### src/hw/rtl/imptab_pkg.sv
package imptab_pkg;

  localparam int OPCODE_BITS      = 3;
  localparam int ID_BITS          = 6;
  localparam int IN_PAYLOAD_BITS  = 32;
  localparam int OUT_PAYLOAD_BITS = 32;
  localparam int OUT_SCORE_BITS   = 16;

  typedef enum logic [OPCODE_BITS-1:0] {
    OP_ADD      = 3'd0,
    OP_PROMOTE  = 3'd1,
    OP_GET_MAX  = 3'd2,
    OP_POP_MAX  = 3'd3,
    OP_IS_VALID = 3'd4,
    OP_GET      = 3'd5
  } opcode_t;

  typedef enum logic [1:0] {
    ST_OK    = 2'd0,
    ST_FULL  = 2'd1,
    ST_EMPTY = 2'd2,
    ST_DEAD  = 2'd3
  } status_t;

  typedef enum logic [2:0] {
    FSM_IDLE,
    FSM_DECODE,
    FSM_LOOKUP,
    FSM_SCAN,
    FSM_FETCH
  } state_t;

  typedef struct packed {
    logic [OPCODE_BITS-1:0]     opcode;
    logic [ID_BITS-1:0]         entry_id;
    logic [IN_PAYLOAD_BITS-1:0] payload;
  } in_beat_t;

  typedef struct packed {
    status_t                     status;
    logic [ID_BITS-1:0]          result_id;
    logic [OUT_PAYLOAD_BITS-1:0] result_payload;
    logic [OUT_SCORE_BITS-1:0]   result_score;
    logic                        is_live;
  } out_beat_t;

endpackage

### src/hw/rtl/imptab_mem.sv
module imptab_mem #(
  parameter int WIDTH = 32,
  parameter int DEPTH = 64,
  localparam int AW = (DEPTH > 1) ? $clog2(DEPTH) : 1
) (
  input  logic             clk,
  input  logic             we,
  input  logic [AW-1:0]    waddr,
  input  logic [WIDTH-1:0] wdata,
  input  logic [AW-1:0]    raddr,
  output logic [WIDTH-1:0] rdata
);

  logic [WIDTH-1:0] mem [DEPTH];

  always_ff @(posedge clk) begin
    if (we) begin
      mem[waddr] <= wdata;
    end
  end

  always_ff @(posedge clk) begin
    rdata <= mem[raddr];
  end

endmodule

### src/hw/rtl/indexed_max_priority_table.sv
// get max and pop max scan the ids issued so far, one score memory read per entry,
// and skip the scan when no id has been issued.
// one item at a time: busy drops in the strobe cycle, which may take the next beat, so
// an item occupies the block until its result strobe; the receiver cannot stall.
// sync active-low reset clears the fsm and id counter; ids at or above it are never live
module indexed_max_priority_table #(
  parameter int ENTRIES      = 64,
  parameter int PAYLOAD_BITS = 32,
  parameter int SCORE_BITS   = 16
) (
  input  logic                  clk,
  input  logic                  rst_n,
  input  logic                  start,
  output logic                  busy,
  input  imptab_pkg::in_beat_t  in_cmd,
  output logic                  out_valid,
  output imptab_pkg::out_beat_t out_res
);

  localparam int AW   = (ENTRIES > 1) ? $clog2(ENTRIES) : 1;
  localparam int CW   = $clog2(ENTRIES + 1);
  localparam int IDW  = imptab_pkg::ID_BITS;
  localparam int CMPW = (CW > IDW) ? CW : IDW;
  localparam int OPW  = imptab_pkg::OUT_PAYLOAD_BITS;
  localparam int OSW  = imptab_pkg::OUT_SCORE_BITS;

  imptab_pkg::state_t    state_r, state_nxt;
  imptab_pkg::in_beat_t  cmd_r;
  imptab_pkg::out_beat_t out_r, out_nxt;
  logic                  out_valid_r, out_valid_nxt;
  logic [CW-1:0]         fresh_r, fresh_nxt;
  logic [CW-1:0]         rd_idx_r, rd_idx_nxt;
  logic [AW-1:0]         data_idx_r;
  logic                  found_r, found_nxt;
  logic [AW-1:0]         best_id_r, best_id_nxt;
  logic [SCORE_BITS-1:0] best_score_r, best_score_nxt;

  logic                    sc_we;
  logic [AW-1:0]           sc_waddr, sc_raddr;
  logic [SCORE_BITS:0]     sc_wdata, sc_rdata;
  logic                    pay_we;
  logic [AW-1:0]           pay_waddr, pay_raddr;
  logic [PAYLOAD_BITS-1:0] pay_wdata, pay_rdata;

  logic                  id_ok, full, sc_live, hit, take, cand_found, scan_more;
  logic [SCORE_BITS-1:0] sc_score, score_inc, cand_score;
  logic [AW-1:0]         cand_id, id_addr;

  // score memory word: {live, score}
  imptab_mem #(.WIDTH(SCORE_BITS + 1), .DEPTH(ENTRIES)) u_score_mem (
    .clk   (clk),
    .we    (sc_we),
    .waddr (sc_waddr),
    .wdata (sc_wdata),
    .raddr (sc_raddr),
    .rdata (sc_rdata)
  );

  imptab_mem #(.WIDTH(PAYLOAD_BITS), .DEPTH(ENTRIES)) u_pay_mem (
    .clk   (clk),
    .we    (pay_we),
    .waddr (pay_waddr),
    .wdata (pay_wdata),
    .raddr (pay_raddr),
    .rdata (pay_rdata)
  );

  always_comb begin
    id_addr    = AW'(cmd_r.entry_id);
    id_ok      = CMPW'(cmd_r.entry_id) < CMPW'(fresh_r);
    full       = fresh_r == CW'(ENTRIES);
    sc_live    = sc_rdata[SCORE_BITS];
    sc_score   = sc_rdata[SCORE_BITS-1:0];
    hit        = id_ok && sc_live;
    score_inc  = (&sc_score) ? sc_score : sc_score + 1'b1;
    // ascending scan with >= hands ties to the greatest id
    take       = sc_live && (!found_r || sc_score >= best_score_r);
    cand_found = found_r || take;
    cand_id    = take ? data_idx_r : best_id_r;
    cand_score = take ? sc_score : best_score_r;
    scan_more  = rd_idx_r < fresh_r;
  end

  always_comb begin
    state_nxt = state_r;
    unique case (state_r)
      imptab_pkg::FSM_IDLE: begin
        if (start) begin
          state_nxt = imptab_pkg::FSM_DECODE;
        end
      end
      imptab_pkg::FSM_DECODE: begin
        unique case (cmd_r.opcode)
          imptab_pkg::OP_PROMOTE,
          imptab_pkg::OP_GET,
          imptab_pkg::OP_IS_VALID: state_nxt = imptab_pkg::FSM_LOOKUP;
          imptab_pkg::OP_GET_MAX,
          imptab_pkg::OP_POP_MAX: begin
            state_nxt = (fresh_r != '0) ? imptab_pkg::FSM_SCAN : imptab_pkg::FSM_IDLE;
          end
          default: state_nxt = imptab_pkg::FSM_IDLE;
        endcase
      end
      imptab_pkg::FSM_LOOKUP: state_nxt = imptab_pkg::FSM_IDLE;
      imptab_pkg::FSM_SCAN: begin
        if (!scan_more) begin
          state_nxt = cand_found ? imptab_pkg::FSM_FETCH : imptab_pkg::FSM_IDLE;
        end
      end
      imptab_pkg::FSM_FETCH: state_nxt = imptab_pkg::FSM_IDLE;
      default: state_nxt = imptab_pkg::FSM_IDLE;
    endcase
  end

  always_comb begin
    out_nxt        = '0;
    out_valid_nxt  = 1'b0;
    fresh_nxt      = fresh_r;
    rd_idx_nxt     = rd_idx_r;
    found_nxt      = found_r;
    best_id_nxt    = best_id_r;
    best_score_nxt = best_score_r;
    sc_we          = 1'b0;
    sc_waddr       = id_addr;
    sc_wdata       = '0;
    sc_raddr       = id_addr;
    pay_we         = 1'b0;
    pay_waddr      = fresh_r[AW-1:0];
    pay_wdata      = PAYLOAD_BITS'(cmd_r.payload);
    pay_raddr      = id_addr;
    unique case (state_r)
      imptab_pkg::FSM_IDLE: ;
      imptab_pkg::FSM_DECODE: begin
        unique case (cmd_r.opcode)
          imptab_pkg::OP_ADD: begin
            out_valid_nxt = 1'b1;
            if (full) begin
              out_nxt.status = imptab_pkg::ST_FULL;
            end else begin
              pay_we            = 1'b1;
              sc_we             = 1'b1;
              sc_waddr          = fresh_r[AW-1:0];
              sc_wdata          = {1'b1, {SCORE_BITS{1'b0}}};
              fresh_nxt         = fresh_r + 1'b1;
              out_nxt.status    = imptab_pkg::ST_OK;
              out_nxt.result_id = IDW'(fresh_r);
              out_nxt.is_live   = 1'b1;
            end
          end
          imptab_pkg::OP_PROMOTE,
          imptab_pkg::OP_GET,
          imptab_pkg::OP_IS_VALID: ;
          imptab_pkg::OP_GET_MAX,
          imptab_pkg::OP_POP_MAX: begin
            if (fresh_r == '0) begin
              out_valid_nxt  = 1'b1;
              out_nxt.status = imptab_pkg::ST_EMPTY;
            end else begin
              sc_raddr   = '0;
              rd_idx_nxt = CW'(1);
              found_nxt  = 1'b0;
            end
          end
          default: out_valid_nxt = 1'b1;
        endcase
      end
      imptab_pkg::FSM_LOOKUP: begin
        out_valid_nxt = 1'b1;
        if (cmd_r.opcode == imptab_pkg::OP_IS_VALID) begin
          out_nxt.status    = imptab_pkg::ST_OK;
          out_nxt.result_id = cmd_r.entry_id;
          out_nxt.is_live   = hit;
        end else if (!hit) begin
          out_nxt.status = imptab_pkg::ST_DEAD;
        end else begin
          out_nxt.status         = imptab_pkg::ST_OK;
          out_nxt.result_id      = cmd_r.entry_id;
          out_nxt.result_payload = OPW'(pay_rdata);
          out_nxt.result_score   = OSW'(sc_score);
          out_nxt.is_live        = 1'b1;
          if (cmd_r.opcode == imptab_pkg::OP_PROMOTE) begin
            sc_we                = 1'b1;
            sc_wdata             = {1'b1, score_inc};
            out_nxt.result_score = OSW'(score_inc);
          end
        end
      end
      imptab_pkg::FSM_SCAN: begin
        found_nxt      = cand_found;
        best_id_nxt    = cand_id;
        best_score_nxt = cand_score;
        if (scan_more) begin
          sc_raddr   = rd_idx_r[AW-1:0];
          rd_idx_nxt = rd_idx_r + 1'b1;
        end else if (cand_found) begin
          pay_raddr = cand_id;
          if (cmd_r.opcode == imptab_pkg::OP_POP_MAX) begin
            sc_we    = 1'b1;
            sc_waddr = cand_id;
            sc_wdata = {1'b0, cand_score};
          end
        end else begin
          out_valid_nxt  = 1'b1;
          out_nxt.status = imptab_pkg::ST_EMPTY;
        end
      end
      imptab_pkg::FSM_FETCH: begin
        out_valid_nxt          = 1'b1;
        out_nxt.status         = imptab_pkg::ST_OK;
        out_nxt.result_id      = IDW'(best_id_r);
        out_nxt.result_payload = OPW'(pay_rdata);
        out_nxt.result_score   = OSW'(best_score_r);
        out_nxt.is_live        = cmd_r.opcode != imptab_pkg::OP_POP_MAX;
      end
      default: ;
    endcase
  end

  always_ff @(posedge clk) begin
    if (!rst_n) begin
      state_r     <= imptab_pkg::FSM_IDLE;
      out_valid_r <= 1'b0;
      fresh_r     <= '0;
      found_r     <= 1'b0;
    end else begin
      state_r     <= state_nxt;
      out_valid_r <= out_valid_nxt;
      fresh_r     <= fresh_nxt;
      found_r     <= found_nxt;
    end
  end

  always_ff @(posedge clk) begin
    if (start && state_r == imptab_pkg::FSM_IDLE) begin
      cmd_r <= in_cmd;
    end
    out_r        <= out_nxt;
    rd_idx_r     <= rd_idx_nxt;
    data_idx_r   <= sc_raddr;
    best_id_r    <= best_id_nxt;
    best_score_r <= best_score_nxt;
  end

  assign busy      = state_r != imptab_pkg::FSM_IDLE;
  assign out_valid = out_valid_r;
  assign out_res   = out_r;

`ifndef SYNTHESIS
  a_fresh_bound: assert property (@(posedge clk) disable iff (!rst_n)
    fresh_r <= CW'(ENTRIES))
    else $error("id counter beyond table size");

  a_strobe_from_work: assert property (@(posedge clk) disable iff (!rst_n)
    out_valid_r |-> $past(state_r != imptab_pkg::FSM_IDLE))
    else $error("result beat without a command in flight");

  a_accept_decode: assert property (@(posedge clk) disable iff (!rst_n)
    (start && !busy) |=> state_r == imptab_pkg::FSM_DECODE)
    else $error("accepted beat not decoded");

  a_scan_index: assert property (@(posedge clk) disable iff (!rst_n)
    state_r == imptab_pkg::FSM_SCAN |-> (rd_idx_r <= fresh_r && rd_idx_r != '0))
    else $error("scan index out of range");
`endif

endmodule

### config.mk
export PLATFORM = sky130hd
export DESIGN_NAME = indexed_max_priority_table
export DESIGN_NICKNAME = d
export VERILOG_FILES = /design/src/hw/rtl/imptab_pkg.sv /design/src/hw/rtl/imptab_mem.sv /design/src/hw/rtl/indexed_max_priority_table.sv
export SDC_FILE = /design/constraint.sdc
export NUM_CORES = 2
export LEC_CHECK = 0
export BUFFER_PORTS_ARGS = -buffer_cell sky130_fd_sc_hd__buf_2
export CORE_AREA = 2 2 664 666
export CTS_BUF_LIST = sky130_fd_sc_hd__clkbuf_8
export CTS_CLUSTER_SIZE = 14
export DETAILED_ROUTE_END_ITERATION = 10
export DIE_AREA = 0 0 666 668
export SETUP_SLACK_MARGIN = 0.1
export SYNTH_ARGS = -nofsm -noshare
export SYNTH_HDL_FRONTEND = slang
export SYNTH_SLANG_ARGS = --single-unit
### constraint.sdc
create_clock -name clk -period 10.9 [get_ports clk]
set_input_delay 1.09 -clock clk [delete_from_list [all_inputs] [get_ports clk]]
set_output_delay 1.09 -clock clk [all_outputs]
set_load 0.01 [all_outputs]
# Word level (Yosys, flattened, before mapping)
# Memory sizes are Yosys's and may differ from the RTL's. A register that Yosys moved wholly into a read port is not among the register bits.
# Cells that the tools add are included.
dict set report op_classes {
  reduce_logical 20
  n_shift 0
  magnitude_cmp 3
  n_mux 74
  bitwise_logic 1
  multipliers 0
  add_sub_neg 3
  div_mod_pow 0
  n_eq_ne 16
}
# op count
set op_table {}
lappend op_table {{17-bit two-way mux} 7}
lappend op_table {{48-bit case mux with 2 select lines} 1}
lappend op_table {{6-bit two-way mux} 14}
lappend op_table {{16-bit two-way mux} 4}
lappend op_table {{55-bit two-way mux} 1}
lappend op_table {{17-bit case mux with 3 select lines} 1}
lappend op_table {{48-bit two-way mux} 1}
lappend op_table {{6-bit case mux with 2 select lines} 2}
lappend op_table {{7-bit two-way mux} 3}
lappend op_table {{1-bit two-way mux} 20}
lappend op_table {{6-bit case mux with 3 select lines} 1}
lappend op_table {{16-bit by 1-bit adder with 16-bit output, second input constant} 1}
lappend op_table {{16-bit >= comparator} 1}
lappend op_table {{16-bit AND reduction} 1}
lappend op_table {{7-bit by 1-bit adder with 7-bit output, second input constant} 2}
lappend op_table {{7-bit case mux with 2 select lines} 1}
lappend op_table {{3-bit by 2-bit equality test with 1-bit output, second input constant} 4}
lappend op_table {{2-bit two-way mux} 5}
lappend op_table {{3-bit equality test, second input constant} 3}
lappend op_table {{3-bit two-way mux} 3}
lappend op_table {{1-bit case mux with 3 select lines} 3}
lappend op_table {{3-bit case mux with 3 select lines} 1}
lappend op_table {{8-bit two-way mux} 1}
lappend op_table {{2-bit inequality test, second input constant} 4}
lappend op_table {{23 further kinds} 32}
dict set report totals {
  ram_bits 3136
  out_inout_bits 59
  inputBits 44
  latch_bits 0
  wordCells 135
  romBits 0
  register_bits 145
  n_memories 2
}
# name words word_bits rd rd_ports_with_merged_regs wr line
set mem_list {}
lappend mem_list {u_pay_mem.mem 64 32 1 1 1 imptab_mem.sv:14} ;# logic [WIDTH-1:0] mem [DEPTH];
lappend mem_list {u_score_mem.mem 64 17 1 1 1 imptab_mem.sv:14}

# Depth between registers and ports, before layout
dict set report logic_depth {
  word_depth 9
  depth_mapped 19
  ltp_nobuf 14
}

# By module
# A second synthesis with hierarchy kept.
dict set report unflattened {
  cells_unflattened 5963
  hier_area_um2 127678.7
}
# mod area_per_inst_um2 n_inst seq_area_each_um2 cells_each
set modules_own_cells {}
lappend modules_own_cells {{imptab_mem at u_pay_mem} 78371.4 1 62139.6 3361}
lappend modules_own_cells {{imptab_mem at u_score_mem} 42344.4 1 33011.7 1953}
lappend modules_own_cells {indexed_max_priority_table 6962.9 1 3603.5 649}

# Worst setup path before layout
# Ideal clock, no wire load.
dict set report synth_timing {
  kind {reg-to-reg}
  startpoint {reg fresh_r[1]}
  endpoint {mem u_score_mem.mem[0][7] in the netlist's numbering, data pin}
  setup_ns 1.009
  path_buffers 2
  synth_period_minus_slack_ns 7.519
  slack_ns 3.381
  arrival_time_ns 6.510
  path_stages_with_launch 13
  required_ns 9.891
  path_cell_list {dfxtp_1 > clkbuf_1 > inv_1 > ha_1 > a21o_1 > a21o_1 > a21o_1 > a21o_1 > a21oi_1 > o211ai_1 > or2_2 > clkbuf_1 > o311ai_0}
}
dict set report synth_between {
  elab_chain_cells 5
  elab_cells_between_ends 7
  classes_between {2 x order compare; 4 x mux; 1 x reduce/logical}
}
# element line
set synth_lines {}
lappend synth_lines {{start, declared} indexed_max_priority_table.sv:31} ;# logic [CW-1:0] fresh_r, fresh_nxt;
lappend synth_lines {{start signal, assigned} indexed_max_priority_table.sv:228} ;# fresh_r <= fresh_nxt;
lappend synth_lines {{6-bit by 7-bit less-than comparator with 1-bit output} indexed_max_priority_table.sv:70} ;# id_ok = CMPW'(cmd_r.entry_id) < CMPW'(fresh_r);
lappend synth_lines {{1-bit logical AND} indexed_max_priority_table.sv:74} ;# hit = id_ok && sc_live;
lappend synth_lines {{17-bit two-way mux} indexed_max_priority_table.sv:173} ;# end else if (!hit) begin
lappend synth_lines {{17-bit two-way mux} indexed_max_priority_table.sv:169} ;# if (cmd_r.opcode == imptab_pkg::OP_IS_VALID) begin
lappend synth_lines {{17-bit case mux with 3 select lines *} indexed_max_priority_table.sv:131} ;# unique case (state_r)
lappend synth_lines {{named net sc_wdata[7]} indexed_max_priority_table.sv:40} ;# logic [SCORE_BITS:0] sc_wdata, sc_rdata;
lappend synth_lines {{end, declared} imptab_mem.sv:14}
# The timed path passes the listed nets; every way through them passes the cells marked *.

# Worst setup path after layout
dict set report layout_timing {
  startpoint {reg u_score_mem.rdata[0], read port of u_score_mem.mem}
  endpoint {reg u_pay_mem.rdata[31], read port of u_pay_mem.mem}
}
dict set report layout_between {
  elab_chain_cells 7
  elab_cells_between_ends 8
  classes_between {1 x order compare; 4 x mux; 3 x reduce/logical}
}
# element line
set layout_lines {}
lappend layout_lines {{start, declared} imptab_mem.sv:11} ;# output logic [WIDTH-1:0] rdata
lappend layout_lines {{16-bit >= comparator *} indexed_max_priority_table.sv:77} ;# take = sc_live && (!found_r || sc_score >= best_score_r);
lappend layout_lines {{1-bit logical OR *} indexed_max_priority_table.sv:77}
lappend layout_lines {{1-bit logical AND *} indexed_max_priority_table.sv:77}
lappend layout_lines {{6-bit two-way mux or 1-bit logical OR (tied branches)} {indexed_max_priority_table.sv:79, indexed_max_priority_table.sv:78}}
lappend layout_lines {{6-bit two-way mux *} indexed_max_priority_table.sv:195} ;# end else if (cand_found) begin
lappend layout_lines {{6-bit two-way mux *} indexed_max_priority_table.sv:192} ;# if (scan_more) begin
lappend layout_lines {{6-bit two-way mux *} indexed_max_priority_table.sv:131}
lappend layout_lines {{end, declared} imptab_mem.sv:11}
# Every way passes the cells marked *; elsewhere a longest branch is shown, timed or not.
# A chain may end at the register's enable or synchronous reset.

==> summary.md <==
| Metric | Value |
|---|---|
| Status | `finished clean` |
| Reg-to-reg setup timing slack | `between 4 and 5 ns` |
| Vias per inst | `about 5.2` |
| Reg2Reg Capture Point | `u_pay_mem.rdata[31]$_DFF_P_` |
| Syn Inst Count | `between 9,000 and 10,000` |
| PortBufs | `between 100 and 150` |
| Max Cap Violations | `0` |
| Netlist cell types | `84` |
| Relative slew slack | `about 17%` |
| CP Data Required Time | `approximately 12 ns` |
| Worst VDD drop | `roughly 0.12 mV` |
| Site Rows | `around 240` |
| Clock Skews | `0.151 ns` |
| Hold Crit Class | `in2reg` |
| Crit Path Category | `reg2reg` |
| Switching share of power | `between 20% and 30%` |
| Kind of end point of the critical path | `flip-flop` |
| Comb pwr share | `around 6.5%` |
| Worst path slowest cell | `buf_4` |
| Congestion Overflow GR | `0` |
| # setup viols final | `0` |
| Period utilization | `around three fifths` |
| Router iterations before antenna repair | `6` |
| Die height | `668 um` |
| Filler Cells Inserted | `approximately 42,000` |
| P&R area growth vs syn | `13.9%` |
| Initial antenna violation count | `31` |
| Tmin final | `approximately 6.4 ns` |
| Sequential Area | `between 90,000 and 100,000 um^2` |
| DRT iter0 DRCs | `roughly 11,000` |
| Area of the multi-input gates | `29,900 um^2` |
| F_max | `~0.16 GHz` |
| Power, Total | `between 20,000 and 30,000 uW` |
| H-tree depth | `6` |
| Share of layout cells above drive strength 1 | `about an eighth` |
| Post-Synthesis Cell Area | `~130,000 um^2` |
| Syn Nets | `~9,400` |
| CORE AREA | `around 440,000 um^2` |
| Vias | `82,500` |
| Crit-path cells | `inv_1 -> ha_1 -> nand2b_1 -> a2111oi_0 -> nor3_1 -> o31ai_2 -> a211o_1 -> and2_4 -> buf_4 -> nand2_4 -> buf_4 -> o2111ai_1 -> o21ai_0 -> a211o_1` |
| Fin. max-slew vios | `0` |
| Die area | `approximately 440,000 um^2` |
| Drc violations | `0` |
| Worst-margin pin slew | `1.24 ns` |
| Longest Clk Path Bufs | `4` |
| Setup WS pre-CTS | `between 4 and 5 ns` |
| Clk root buf | `clkbuf_8` |
| CTS tree | `done` |
| Clk sinks | `3,330` |
| # resized after CTS | `0` |
| # IOs | `a little over 100` |
| Clock Power Share | `between 30% and 40%` |
| Final Worst Setup Slack | `4.49 ns` |
| Setup crit start kind | `flip-flop` |
| RSZ-0062 raised after global routing | `false` |
| Hold Path Origin | `in_cmd[21]` |
| Post-Place Cell Area | `approximately 140,000 um^2` |
| Setup TNS | `0 ns` |
| Ys async rst share | `0%` |
| # hold bufs at CTS | `0` |
| Routed WL | `399 mm` |
| Vias in the first global route | `between 70,000 and 80,000` |
| Inserted Clock Buffers | `about 550` |
| Pin count of the biggest net entering global routing | `around 170` |
| Wirelength per Cell | `roughly 25 um` |
| Total GRT Usage | `roughly 17%` |
| PD cells | `~170 nW/um^2` |
| Hold Crit Endpoint | `pay_wdata[21]$_DFFE_PP_` |
| Sequential Power Share | `54.2%` |
| Final instance area | `149,000 um^2` |
| Leak pwr | `0.0495 uW` |
| Clk slew on worst S/H paths | `0.06 ns` |
| Final hold vios | `0` |
| Synth Area per Inst | `14.1 um^2` |
| RR Startpoint | `u_score_mem.rdata[0]$_DFF_P_` |
| FF-to-FF path depth | `14` |
| Worst path bufs/invs | `3` |
| Non-Filler Instances | `around 16,000` |
| Crit-path max FO | `between 40 and 50` |
| Initial Util | `between 20% and 30%` |
| NetSw | `around 6500 uW` |
| Routed Antenna Nets | `0` |
| NumNets Final | `9,716` |
| First-pass GRT wire length | `around 570 mm` |
| Pint | `19,600 uW` |
| Hold path depth | `1` |
| Die span in x | `approximately 670 um` |
| Ys Warns | `0` |
| Hpwl dp | `217 mm` |
| Clk_lat worst skew | `1.22 ns` |
| Post-synth top flop | `edfxtp_1` |
| Seq/Total Area, Yosys | `between 70% and 80%` |
| Cell family with most CP delay | `compound AO/OA/AOI/OAI gates` |
| CP arrival | `between 7 and 8 ns` |
| EDFF count, synth | `around 3,200` |
| Seq cells post-synth | `approximately 3,300` |
| Placed cell count | `roughly 15,000` |
| GP Congestion | `0.870` |
| Post-CTS Setup Inserts | `0` |
| CP max stage delay | `just under 0.7 ns` |
metrics by stage:
stage | utilization (%) | hold WS (ns)
after floorplan | - | 0.406
after global placement | 31.8 | 0.484
after detailed placement | 31.8 | 0.463
after CTS | 34.1 | 0.0106
after global routing | 34.1 | 0.0590
final | 34.1 | 0.112
sequential cells by signal, indices dropped and copies added, names as in the netlist:
register,flops
state_r,3
rd_idx_r,7
pay_wdata,32
u_pay_mem.mem,2048
best_score_r,16
out_valid,1
out_res,57
cmd_r,3
u_score_mem.rdata,17
u_score_mem.mem,1088
best_id_r,6
u_pay_mem.rdata,32
found_r,1
data_idx_r,6
id_addr,6
fresh_r,7
worst max path at each step:
stage                     slack (ns)                              end  depth (start not counted)                          from
final                           4.49      u_pay_mem.rdata[31]$_DFF_P_                         14  u_score_mem.rdata[0]$_DFF_P_
after global routing            4.35      u_pay_mem.rdata[31]$_DFF_P_                         14  u_score_mem.rdata[0]$_DFF_P_
after CTS                       4.47      u_pay_mem.rdata[31]$_DFF_P_                         14  u_score_mem.rdata[0]$_DFF_P_
after detailed placement        4.51      u_pay_mem.rdata[31]$_DFF_P_                         14  u_score_mem.rdata[0]$_DFF_P_
after global placement          4.57       u_pay_mem.rdata[8]$_DFF_P_                         15  u_score_mem.rdata[0]$_DFF_P_
after floorplan                 3.38  u_score_mem.mem[0][7]$_DFFE_PP_                         12       fresh_r[1]$_SDFFE_PN0P_
routing by layer:
layer  GRT usage, %  part of all wire [%]  vias up
met3           2.84                   8.8      761
met1           23.3                    40    41700
met5              0                 0.020        -
met4           7.49                   4.2       12
met2           27.4                    47     4112
li1               -                     -    35900
cell type report:
cell class / instances / share of cell area [%]
Sequential cell: 3330 / 66.3
Timing Repair Buffer: 387 / 1.91
Antenna cell: 20 / 0.0336
Inverter: 48 / 0.134
Clock buffer: 575 / 5.31
Tap cell: 5757 / 4.83
Multi-Input combinational cell: 5323 / 20.1
Clock inverter: 406 / 1.44
power by group through the flow:
stage / combinational (uW) / sequential [uW] / clock, uW
final: 1690 / 14100 / 10200
after global routing: 1810 / 14100 / 10900
after CTS: 1680 / 14100 / 10400
after detailed placement: 1680 / 14400 / 0
after global placement: 1660 / 14400 / 0
after floorplan: 1000 / 14400 / 0
cells in the mapped netlist (all sizes together), types with 23 or more instances:
| cell type | count | area (um^2) |
|---|---|---|
| a211oi | 133 | 1000 |
| and2 | 44 | 278 |
| nand2 | 2268 | 8530 |
| nand4 | 86 | 538 |
| inv | 46 | 173 |
| buf | 338 | 1910 |
| or3 | 32 | 200 |
| o21ai | 139 | 699 |
| edfxtp | 3206 | 96300 |
| a22oi | 75 | 563 |
| and3 | 274 | 1710 |
| ha | 31 | 388 |
| a211o | 44 | 385 |
| mux4 | 90 | 2030 |
| o2111ai | 59 | 517 |
| mux2i | 73 | 743 |
| nor3 | 82 | 442 |
| a311oi | 135 | 1180 |
| a31oi | 149 | 932 |
| a21oi | 446 | 2230 |
| a221oi | 66 | 578 |
| o32ai | 23 | 201 |
| dfxtp | 124 | 2480 |
| clkbuf | 274 | 1030 |
| nor2 | 252 | 951 |
| nand3 | 547 | 2740 |
| o22ai | 54 | 338 |
layout by cell type, fill, tap and decap left out, drive strengths merged, types with 14 or more instances in the layout:
| cell | count |
|---|---|
| nand2 | 2268 |
| edfxtp | 3206 |
| a211o | 44 |
| ha | 31 |
| diode | 20 |
| dfxtp | 124 |
| mux2i | 73 |
| nand4 | 86 |
| inv | 314 |
| clkinvlp | 14 |
| nand3 | 547 |
| a32oi | 22 |
| a21o | 15 |
| or3 | 32 |
| o31ai | 15 |
| a221oi | 66 |
| nor3 | 82 |
| mux4 | 90 |
| clkinv | 120 |
| buf | 387 |
| a31oi | 149 |
| o2111ai | 59 |
| a2111oi | 14 |
| a211oi | 133 |
| o22ai | 54 |
| nor2 | 252 |
| nand4b | 15 |
| and2 | 44 |
| a21oi | 446 |
| a311oi | 135 |
| clkbuf | 575 |
| or2 | 17 |
| o21ai | 139 |
| xnor2 | 22 |
| a22oi | 75 |
| and3 | 274 |
| o32ai | 23 |
cell families (layout without fill, tap and decap cells):
group	count (synthesis)	count (layout)	share of synthesized area (%)
flops	3330	3330	75.4
fa+ha+maj	31	31	0.296
buf+inv	660	1416	2.38
simple gates	3649	3649	12.1
other cells	0	20	0
mux	163	163	2.12
xor+xnor	30	30	0.201
compound gates	1450	1450	7.45
worst reg2reg max path, delay by kind of cell (launching register included):
kind / cells / cell delay [ns]
AOI/OAI and AO/OA: 6 / 2.70
adders and majority gates: 1 / 0.29
buffers and inverters: 3 / 1.36
DFF: 1 / 0.58
and+or+nand+nor: 4 / 1.34
(Power assumes the default switching activity.)
